File: config.mk
export PLATFORM = sky130hd
export DESIGN_NAME = cpe_front
export DESIGN_NICKNAME = d
export VERILOG_FILES = /design/src/coons_patch_point_eval_defines.svh /design/src/cpe_pkg.sv /design/src/cpe_front.sv
export SDC_FILE = /design/constraint.sdc
export NUM_CORES = 1
export LEC_CHECK = 0
export ABC_AREA = 1
export BUFFER_PORTS_ARGS = -buffer_cell sky130_fd_sc_hd__buf_4
export CAP_MARGIN = 30
export CORE_MARGIN = 3
export CORE_UTILIZATION = 50
export DETAILED_ROUTE_END_ITERATION = 8
export PLACE_DENSITY = 0.71
export SLEW_MARGIN = 20
export SYNTH_ARGS = -nofsm -noshare
export SYNTH_HDL_FRONTEND = slang
export SYNTH_SLANG_ARGS = --single-unit
File: constraint.sdc
create_clock -name clk -period 9.1 [get_ports clk]
set_input_delay 0.91 -clock clk [delete_from_list [all_inputs] [get_ports clk]]
set_output_delay 0.91 -clock clk [all_outputs]
set_load 0.05 [all_outputs]
File: src/coons_patch_point_eval_defines.svh
// Assertion macros used only by the Coons patch evaluator back end.
`ifndef COONS_PATCH_POINT_EVAL_DEFINES_SVH
`define COONS_PATCH_POINT_EVAL_DEFINES_SVH

// Same-cycle implication, held off during reset.
`define CPE_ASSERT_IMP(lbl, clk, rst_n, ante, cons, msg) \
	lbl: assert property (@(posedge clk) disable iff (!rst_n) (ante) |-> (cons)) else $error(msg);

// Next-cycle implication, held off during reset.
`define CPE_ASSERT_NXT(lbl, clk, rst_n, ante, cons, msg) \
	lbl: assert property (@(posedge clk) disable iff (!rst_n) (ante) |=> (cons)) else $error(msg);

`endif

File: src/cpe_pkg.sv
// Types, constants and reciprocal table for the Coons patch evaluator.
`timescale 1ns / 1ps
package cpe_pkg;

	localparam int MAX_POINTS  = 64;
	localparam int IDX_W       = 6;
	localparam int CNT_W       = 7;
	localparam int COORD_W     = 32;
	localparam int WFRAC       = 16;
	localparam int W_W         = WFRAC + 1;
	localparam int NUM_W       = IDX_W + WFRAC;
	localparam int RECIP_SHIFT = 28;
	localparam int RECIP_W     = RECIP_SHIFT + 1;
	localparam int WPROD_W     = NUM_W + RECIP_W;
	localparam int PROD_W      = COORD_W + W_W + 1;
	localparam int SUM_W       = PROD_W + 4;
	localparam int RONE        = 1 << RECIP_SHIFT;

	localparam logic [W_W-1:0] W_ONE = W_W'(1 << WFRAC);

	// ceil(2^28 / d): exact floor division for numerators below 2^22 and d below 64
	localparam logic [RECIP_W-1:0] RECIP [MAX_POINTS] = '{
		'0,                 29'((RONE + 0) / 1),   29'((RONE + 1) / 2),   29'((RONE + 2) / 3),
		29'((RONE + 3) / 4),   29'((RONE + 4) / 5),   29'((RONE + 5) / 6),   29'((RONE + 6) / 7),
		29'((RONE + 7) / 8),   29'((RONE + 8) / 9),   29'((RONE + 9) / 10),  29'((RONE + 10) / 11),
		29'((RONE + 11) / 12), 29'((RONE + 12) / 13), 29'((RONE + 13) / 14), 29'((RONE + 14) / 15),
		29'((RONE + 15) / 16), 29'((RONE + 16) / 17), 29'((RONE + 17) / 18), 29'((RONE + 18) / 19),
		29'((RONE + 19) / 20), 29'((RONE + 20) / 21), 29'((RONE + 21) / 22), 29'((RONE + 22) / 23),
		29'((RONE + 23) / 24), 29'((RONE + 24) / 25), 29'((RONE + 25) / 26), 29'((RONE + 26) / 27),
		29'((RONE + 27) / 28), 29'((RONE + 28) / 29), 29'((RONE + 29) / 30), 29'((RONE + 30) / 31),
		29'((RONE + 31) / 32), 29'((RONE + 32) / 33), 29'((RONE + 33) / 34), 29'((RONE + 34) / 35),
		29'((RONE + 35) / 36), 29'((RONE + 36) / 37), 29'((RONE + 37) / 38), 29'((RONE + 38) / 39),
		29'((RONE + 39) / 40), 29'((RONE + 40) / 41), 29'((RONE + 41) / 42), 29'((RONE + 42) / 43),
		29'((RONE + 43) / 44), 29'((RONE + 44) / 45), 29'((RONE + 45) / 46), 29'((RONE + 46) / 47),
		29'((RONE + 47) / 48), 29'((RONE + 48) / 49), 29'((RONE + 49) / 50), 29'((RONE + 50) / 51),
		29'((RONE + 51) / 52), 29'((RONE + 52) / 53), 29'((RONE + 53) / 54), 29'((RONE + 54) / 55),
		29'((RONE + 55) / 56), 29'((RONE + 56) / 57), 29'((RONE + 57) / 58), 29'((RONE + 58) / 59),
		29'((RONE + 59) / 60), 29'((RONE + 60) / 61), 29'((RONE + 61) / 62), 29'((RONE + 62) / 63)
	};

	typedef enum logic {
		REQ_LOAD = 1'b0,
		REQ_EVAL = 1'b1
	} req_t;

	typedef enum logic [1:0] {
		CURVE_C0 = 2'd0,
		CURVE_D0 = 2'd1,
		CURVE_C1 = 2'd2,
		CURVE_D1 = 2'd3
	} curve_t;

	localparam logic REG_S_COUNT = 1'b0;
	localparam logic REG_T_COUNT = 1'b1;

	// [2] x, [1] y, [0] z
	typedef logic [2:0][COORD_W-1:0] point_t;

	typedef struct packed {
		logic [IDX_W-1:0] s_last;
		logic [IDX_W-1:0] t_last;
	} cfg_t;

	typedef struct packed {
		req_t             req;
		curve_t           sel;
		logic [IDX_W-1:0] idx;
		point_t           pt;
		logic [IDX_W-1:0] s;
		logic [IDX_W-1:0] t;
		logic             oor;
		logic [NUM_W-1:0] s_num;
		logic [NUM_W-1:0] t_num;
	} item_t;

	typedef struct packed {
		point_t           pt;
		logic [IDX_W-1:0] s;
		logic [IDX_W-1:0] t;
		logic             oor;
	} result_t;

endpackage

File: src/cpe_front.sv
// Front end: accepts items, range-checks their indices, queues all items for the back end.
`timescale 1ns / 1ps
module cpe_front (
	input  logic                         clk,
	input  logic                         arst_n,
	input  logic                         push,
	output logic                         full,
	input  logic                         req_type,
	input  logic [1:0]                   curve_sel,
	input  logic [cpe_pkg::IDX_W-1:0]    point_index,
	input  logic signed [31:0]           x_in,
	input  logic signed [31:0]           y_in,
	input  logic signed [31:0]           z_in,
	input  logic [cpe_pkg::IDX_W-1:0]    s_index,
	input  logic [cpe_pkg::IDX_W-1:0]    t_index,
	input  cpe_pkg::cfg_t                cfg,
	output cpe_pkg::item_t               head,
	output logic                         head_valid,
	input  logic                         head_pop
);
	import cpe_pkg::*;

	localparam int QDEPTH = 4;
	localparam int QPTR_W = $clog2(QDEPTH);

	item_t              q_mem_q [QDEPTH];
	logic [QPTR_W-1:0]  wr_ptr_q;
	logic [QPTR_W-1:0]  rd_ptr_q;
	logic [QPTR_W:0]    cnt_q;
	item_t              item;
	logic               wr_en;

	always_comb begin
		item.req   = req_t'(req_type);
		item.sel   = curve_t'(curve_sel);
		item.idx   = point_index;
		item.pt    = {x_in, y_in, z_in};
		item.s     = s_index;
		item.t     = t_index;
		item.oor   = (s_index > cfg.s_last) || (t_index > cfg.t_last);
		// weight numerators i*ONE + d/2, divided in the back end
		item.s_num = {s_index, WFRAC'(0)} + NUM_W'(cfg.s_last >> 1);
		item.t_num = {t_index, WFRAC'(0)} + NUM_W'(cfg.t_last >> 1);
	end

	assign full       = (cnt_q == (QPTR_W + 1)'(QDEPTH));
	assign head_valid = (cnt_q != '0);
	assign head       = q_mem_q[rd_ptr_q];
	assign wr_en      = push && !full;

	always_ff @(posedge clk) begin
		if (wr_en) begin
			q_mem_q[wr_ptr_q] <= item;
		end
	end

	always_ff @(posedge clk or negedge arst_n) begin
		if (!arst_n) begin
			wr_ptr_q <= '0;
			rd_ptr_q <= '0;
			cnt_q    <= '0;
		end else begin
			if (wr_en) begin
				wr_ptr_q <= wr_ptr_q + 1'b1;
			end
			if (head_pop) begin
				rd_ptr_q <= rd_ptr_q + 1'b1;
			end
			cnt_q <= cnt_q + (QPTR_W + 1)'(wr_en) - (QPTR_W + 1)'(head_pop);
		end
	end

endmodule

==> impl_metrics.tcl, run 1 <==
set metrics [dict create \
    fillers 2934 \
    yosys.area.top_type "edfxtp_1" \
    grt_pass1_vias 11900 \
    final_cell_mix "edfxtp_1 (512), buf_4 (288), nor2_1 (261)" \
    drt_iter0_drc 769 \
    synth_area_um2 19900 \
    critPathMaxStageDelay_ps 810 \
    worstReg2RegEnd "q_mem_q[0][44]$_DFFE_PP_" \
    cts_made_buffers 51 \
    cp_slowest_cell "buf_4" \
    dp_hpwl_mm 24.1 \
    drc 0 \
    globalplace.congestion 0.744 \
    viasPerCell 5.46 \
    die_w_um 205 \
    fin_area_um2 23800 \
    via_count 11900 \
    path_clk_slew_ps 60 \
    track_usage_pct 20.4 \
    status "complete, no violations" \
    cts_tree "yes" \
    ff2ff_setup_slack_ps 6290 \
    finalHoldViolations 0 \
    ys_seq_elements 519 \
    syn_area_per_cell_um2 14.5 \
    antenna_found_initial 0 \
    synthTopCellsByArea "edfxtp_1 (77%), nor2_1 (5.0%), o22ai_1 (4.0%)" \
    initial_core_util_pct 51.0 \
    layout_worst_path_cycle_share_pct 47.5 \
    drv_cap 0 \
    final_common_cell "edfxtp_1" \
    timing.fmax_mhz 231 \
    ys_warn_count 0 \
    crit_chain "inv_8 > buf_4 > nor2_1 > o22ai_1 > buf_4" \
    reg2regPathDepth 5 \
    drtPass1Iterations 5 \
    grt_max_degree 170 \
    fin_setup_tns_ps 0 \
    placed_cell_area_um2 22200 \
    cp.required_ps 8190 \
    layout-drive-gt1-share_pct 22.0 \
    syn_to_final_growth_pct 19.6 \
    clk_latency_ps 580 \
    worstMarginPinSlew_ps 977 \
    synth_top_area_share_pct 77.3 \
    worstSetupPathType "reg -> out" \
    min_period_ps 4320 \
    synthCells 1374 \
    crit_family "buffers and inverters" \
    finClkSkew_ps 16.0 \
    gr-total-overflow 0 \
    slew_headroom_pct 34.9 \
    cts_hold_buf 0 \
    grt_first_pass_wirelength_mm 66.3 \
    rows 72 \
    nNetsFinal 1774 \
    cts_sinks 519 \
    ctsResizeCount 0 \
    hold_class "in -> async" \
    drt-total-wl_mm 43.9 \
    clk_path_buf_depth 3 \
    setup_viol 0 \
    ys_types 22 \
    cp_common_cell "buf_4" \
    ant_nets 0 \
    cts_setup_buffers 0 \
    worstSetupEndpointType "primary output" \
    rsz0062_at_grt "false" \
    slew_viol_final 0 \
    worst-endpoint-arrival_ps 3410 \
    crit_path_start_kind "flip-flop" \
    cp_max_fo 88 \
    chipHeight_um 205 \
    wl_per_cell_um 20.1 \
    clockRootBuffer "clkbuf_16" \
    ys_seq_area_share_pct 78.2 \
    htree_num_levels 2 \
    rr_startpoint "cnt_q[1]$_DFF_PN0_" \
    core_area_um2 39000 \
    critical_path_buf_inv_count 3 \
    antennaDiodeCount 0 \
    io_pins 297 \
    dieArea_um2 42200 \
    io_buffers 274 \
]
==> synthesized netlist by cell type <==
library cell	number
a21oi_1	3
o22ai_1	128
ha_1	18
xor2_1	3
fa_1	1
buf_4	37
clkbuf_1	36
xnor2_1	1
o21ai_0	141
nand3_1	4
inv_1	31
clkbuf_2	2
nor2_1	265
edfxtp_1	512
conb_1	1
o21ai_1	115
nand2_1	24
inv_2	1
dfrtp_1	7
buf_6	14
o21ai_2	1
buf_2	29
==> cell type report <==
cell class                      instances  area (µm²)  share of cell area, %
Tap cell                              518         648                   2.73
Inverter                               32         133                  0.558
Timing Repair Buffer                  292        2260                   9.52
Sequential cell                       519       15600                   65.4
Clock inverter                         24         195                  0.821
Multi-Input combinational cell        726        3600                   15.2
Clock buffer                           67        1380                   5.80
==> metrics by stage <==
stage | hold WS (ps) | instances | utilization, % | setup WS, ps
5_1_grt | 105 | 2178 | 61.0 | 4570
3_3_place_gp | 562 | 2083 | 56.7 | 5040
6_report | 137 | 2178 | 61.0 | 4780
2_1_floorplan | 546 | 1395 | - | 2140
3_5_place_dp | 583 | 2085 | 56.8 | 4950
4_1_cts | 95.8 | 2176 | 60.8 | 4320
==> logic make-up (layout without fill, tap and decap cells) <==
| kind of cell | Yosys count | after routing | share of synthesized area, % |
|---|---|---|---|
| buffers and inverters | 150 | 415 | 4.25 |
| adders and majority gates | 19 | 19 | 1.23 |
| xor gates and xnor gates | 4 | 4 | 0.176 |
| other | 1 | 22 | 0.0189 |
| AOI/OAI and AO/OA | 388 | 388 | 10.6 |
| DFF | 519 | 519 | 78.2 |
| and+or+nand+nor | 293 | 293 | 5.55 |
==> layer usage <==
layer	global-route usage, %	vias up	part of all wire (%)
met2	33.9	369	49
met4	5.22	0	2.0
met5	0	-	0
met1	26.6	5878	42
met3	5.82	62	7.5
li1	-	5578	-
==> state kept, by name, indices dropped and copies added, names as in the netlist <==
register / cells
cnt_q: 3
wr_ptr_q: 2
rd_ptr_q: 2
q_mem_q: 512
==> worst max path at each step <==
stage	start	end	slack (ps)	cells after the start
2_1_floorplan	push	q_mem_q[0][0]$_DFFE_PP_	2140	2
3_3_place_gp	rd_ptr_q[0]$_DFFE_PN0P_	head[110]	5040	5
3_5_place_dp	rd_ptr_q[0]$_DFFE_PN0P_	head[110]	4950	5
4_1_cts	rd_ptr_q[0]$_DFFE_PN0P_	head[110]	4320	5
5_1_grt	rd_ptr_q[0]$_DFFE_PN0P_	head[53]	4570	5
6_report	rd_ptr_q[0]$_DFFE_PN0P_	head[53]	4780	5
Power of run 1 is not shown: default switching activity piles up to over one toggle a cycle in this logic, so the estimate is an artifact.
==> run 2: changes to the inputs <==
clock period = 4.3 ns   (was 9.1 ns; I/O delays follow)
==> run 2 against run 1 <==
Compared with the run above:
- critical path depth down 1
- first-iteration DRC count increased by 24%
- critical path type unchanged
- largest cell class unchanged
- hold slack got worse by 86 ps
- clock-buffer cell count fell by 7
- final area rose by 0.12%
==> impl_metrics.tcl, run 2 (synthesis results as in run 1) <==
set metrics [dict create \
    reg.largest.list "q_mem_q: 512 flops, cnt_q: 3 flops" \
    viasPerCell 5.50 \
    ant_nets 0 \
    rsz0062_at_grt "false" \
    clk_path_buf_depth 3 \
    setup_viol 0 \
    drc 0 \
    io_pins 297 \
    utilization_pct 61.0 \
    layout-drive-gt1-share_pct 22.2 \
    dp_hpwl_mm 24.5 \
    crit_path_start_kind "flip-flop" \
    initial_core_util_pct 51.0 \
    core_area_um2 39000 \
    cts_tree "yes" \
    drtPass1Iterations 5 \
    rr_startpoint "cnt_q[1]$_DFF_PN0_" \
    finClkSkew_ps 13.4 \
    timing.fmax_mhz 287 \
    via_count 12000 \
    rows 72 \
    worst-endpoint-arrival_ps 3050 \
    largest_reg_flops 512 \
    critPathMaxStageDelay_ps 850 \
    gr-total-overflow 0 \
    crit_chain "buf_4 > o21ai_0 > o22ai_1 > buf_4" \
    drt_iter0_drc 952 \
    die_w_um 205 \
    min_period_ps 3480 \
    layout_worst_path_cycle_share_pct 81.0 \
    chipHeight_um 205 \
    antenna_found_initial 4 \
    globalplace.congestion 0.746 \
    worstMarginPinSlew_ps 939 \
    slew_viol_final 0 \
    holdCritStartpoint "curve_sel[0]" \
    reg2regPathDepth 5 \
    cp_max_fo 76 \
    dp_slack_ps 1440 \
    cts_sinks 519 \
    syn_to_final_growth_pct 19.7 \
    drv_cap 0 \
    regMostFlops "q_mem_q" \
    status "complete, no violations" \
    htree_num_levels 2 \
    clockRootBuffer "clkbuf_16" \
    slew_headroom_pct 37.4 \
    cp_common_cell "buf_4" \
    final_common_cell "edfxtp_1" \
    ctsResizeCount 0 \
    clk_latency_ps 570 \
    cts_made_buffers 51 \
    crit_path_start "rd_ptr_q[1]$_DFFE_PN0P_" \
    cp_slowest_cell "dfrtp_4" \
    grt_pass1_vias 12000 \
    holdPathStages 1 \
    final_cell_mix "edfxtp_1 (512), buf_4 (285), nor2_1 (261)" \
    hold_class "in -> reg" \
    worstSetupEndpointType "primary output" \
    grt_max_degree 153 \
    track_usage_pct 20.4 \
    cp.required_ps 3870 \
    io_buffers 274 \
    nNetsFinal 1775 \
    finalHoldViolations 0 \
    grt_first_pass_wirelength_mm 66.3 \
    drt-total-wl_mm 43.7 \
    dieArea_um2 42200 \
    path_clk_slew_ps 70 \
    wl_per_cell_um 20.0 \
    setup_ws_ps 816 \
    timing.hold.ws_ps 50.5 \
    worstSetupPathType "reg -> out" \
]
==> run 2: cell type report <==
type	count	area, µm²
sequential	519	15600
clock inverter	30	213
inverter	32	130
fill	2870	15200
tap	518	648
antenna	3	7.51
timing repair buffer	293	2300
clock buffer	60	1350
multi-input combinational	726	3600
==> run 2: critical path, delay by kind of cell (launching register included) <==
family / cells / cell delay, ps
buffers and inverters: 2 / 1020
flip-flops: 1 / 850
AO/OA/AOI/OAI: 2 / 510
==> run 2: final timing paths <==
check / to / slack, ps
min in group asynchronous: rd_ptr_q[0]$_DFFE_PN0P_ / 250
max in group asynchronous: rd_ptr_q[1]$_DFFE_PN0P_ / 3920
hold / removal: q_mem_q[3][159]$_DFFE_PP_ / 50
hold reg to reg: cnt_q[0]$_DFF_PN0_ / 590
setup / recovery: head[21] / 820
setup reg to reg: q_mem_q[2][91]$_DFFE_PP_ / 1980
==> run 2: repair_timing <==
item / in CTS / in global routing
hold endpoints to repair: 7 / 0
hold buffers: 1 / 0
setup buffers: 0 / 0
==> run 2: metrics by stage <==
step | instances | cell area (µm²) | TNS, ps
2_1_floorplan | 1395 | 20000 | -68790
3_3_place_gp | 2086 | 22200 | 0
3_5_place_dp | 2087 | 22200 | 0
4_1_cts | 2178 | 23800 | 0
5_1_grt | 2180 | 23800 | 0
6_report | 2181 | 23800 | 0
==> run 2: layer usage <==
layer / vias up / wire length, µm / part of all wire, % / global-route usage (%)
met1: 5955 / 18100 / 41 / 26.9
met3: 76 / 3330 / 7.6 / 5.71
met2: 382 / 21200 / 49 / 33.3
li1: 5582 / - / - / -
met4: 2 / 1070 / 2.4 / 6.08
met5: - / 13 / 0.030 / 0
Power of run 2 is left out for the same reason.
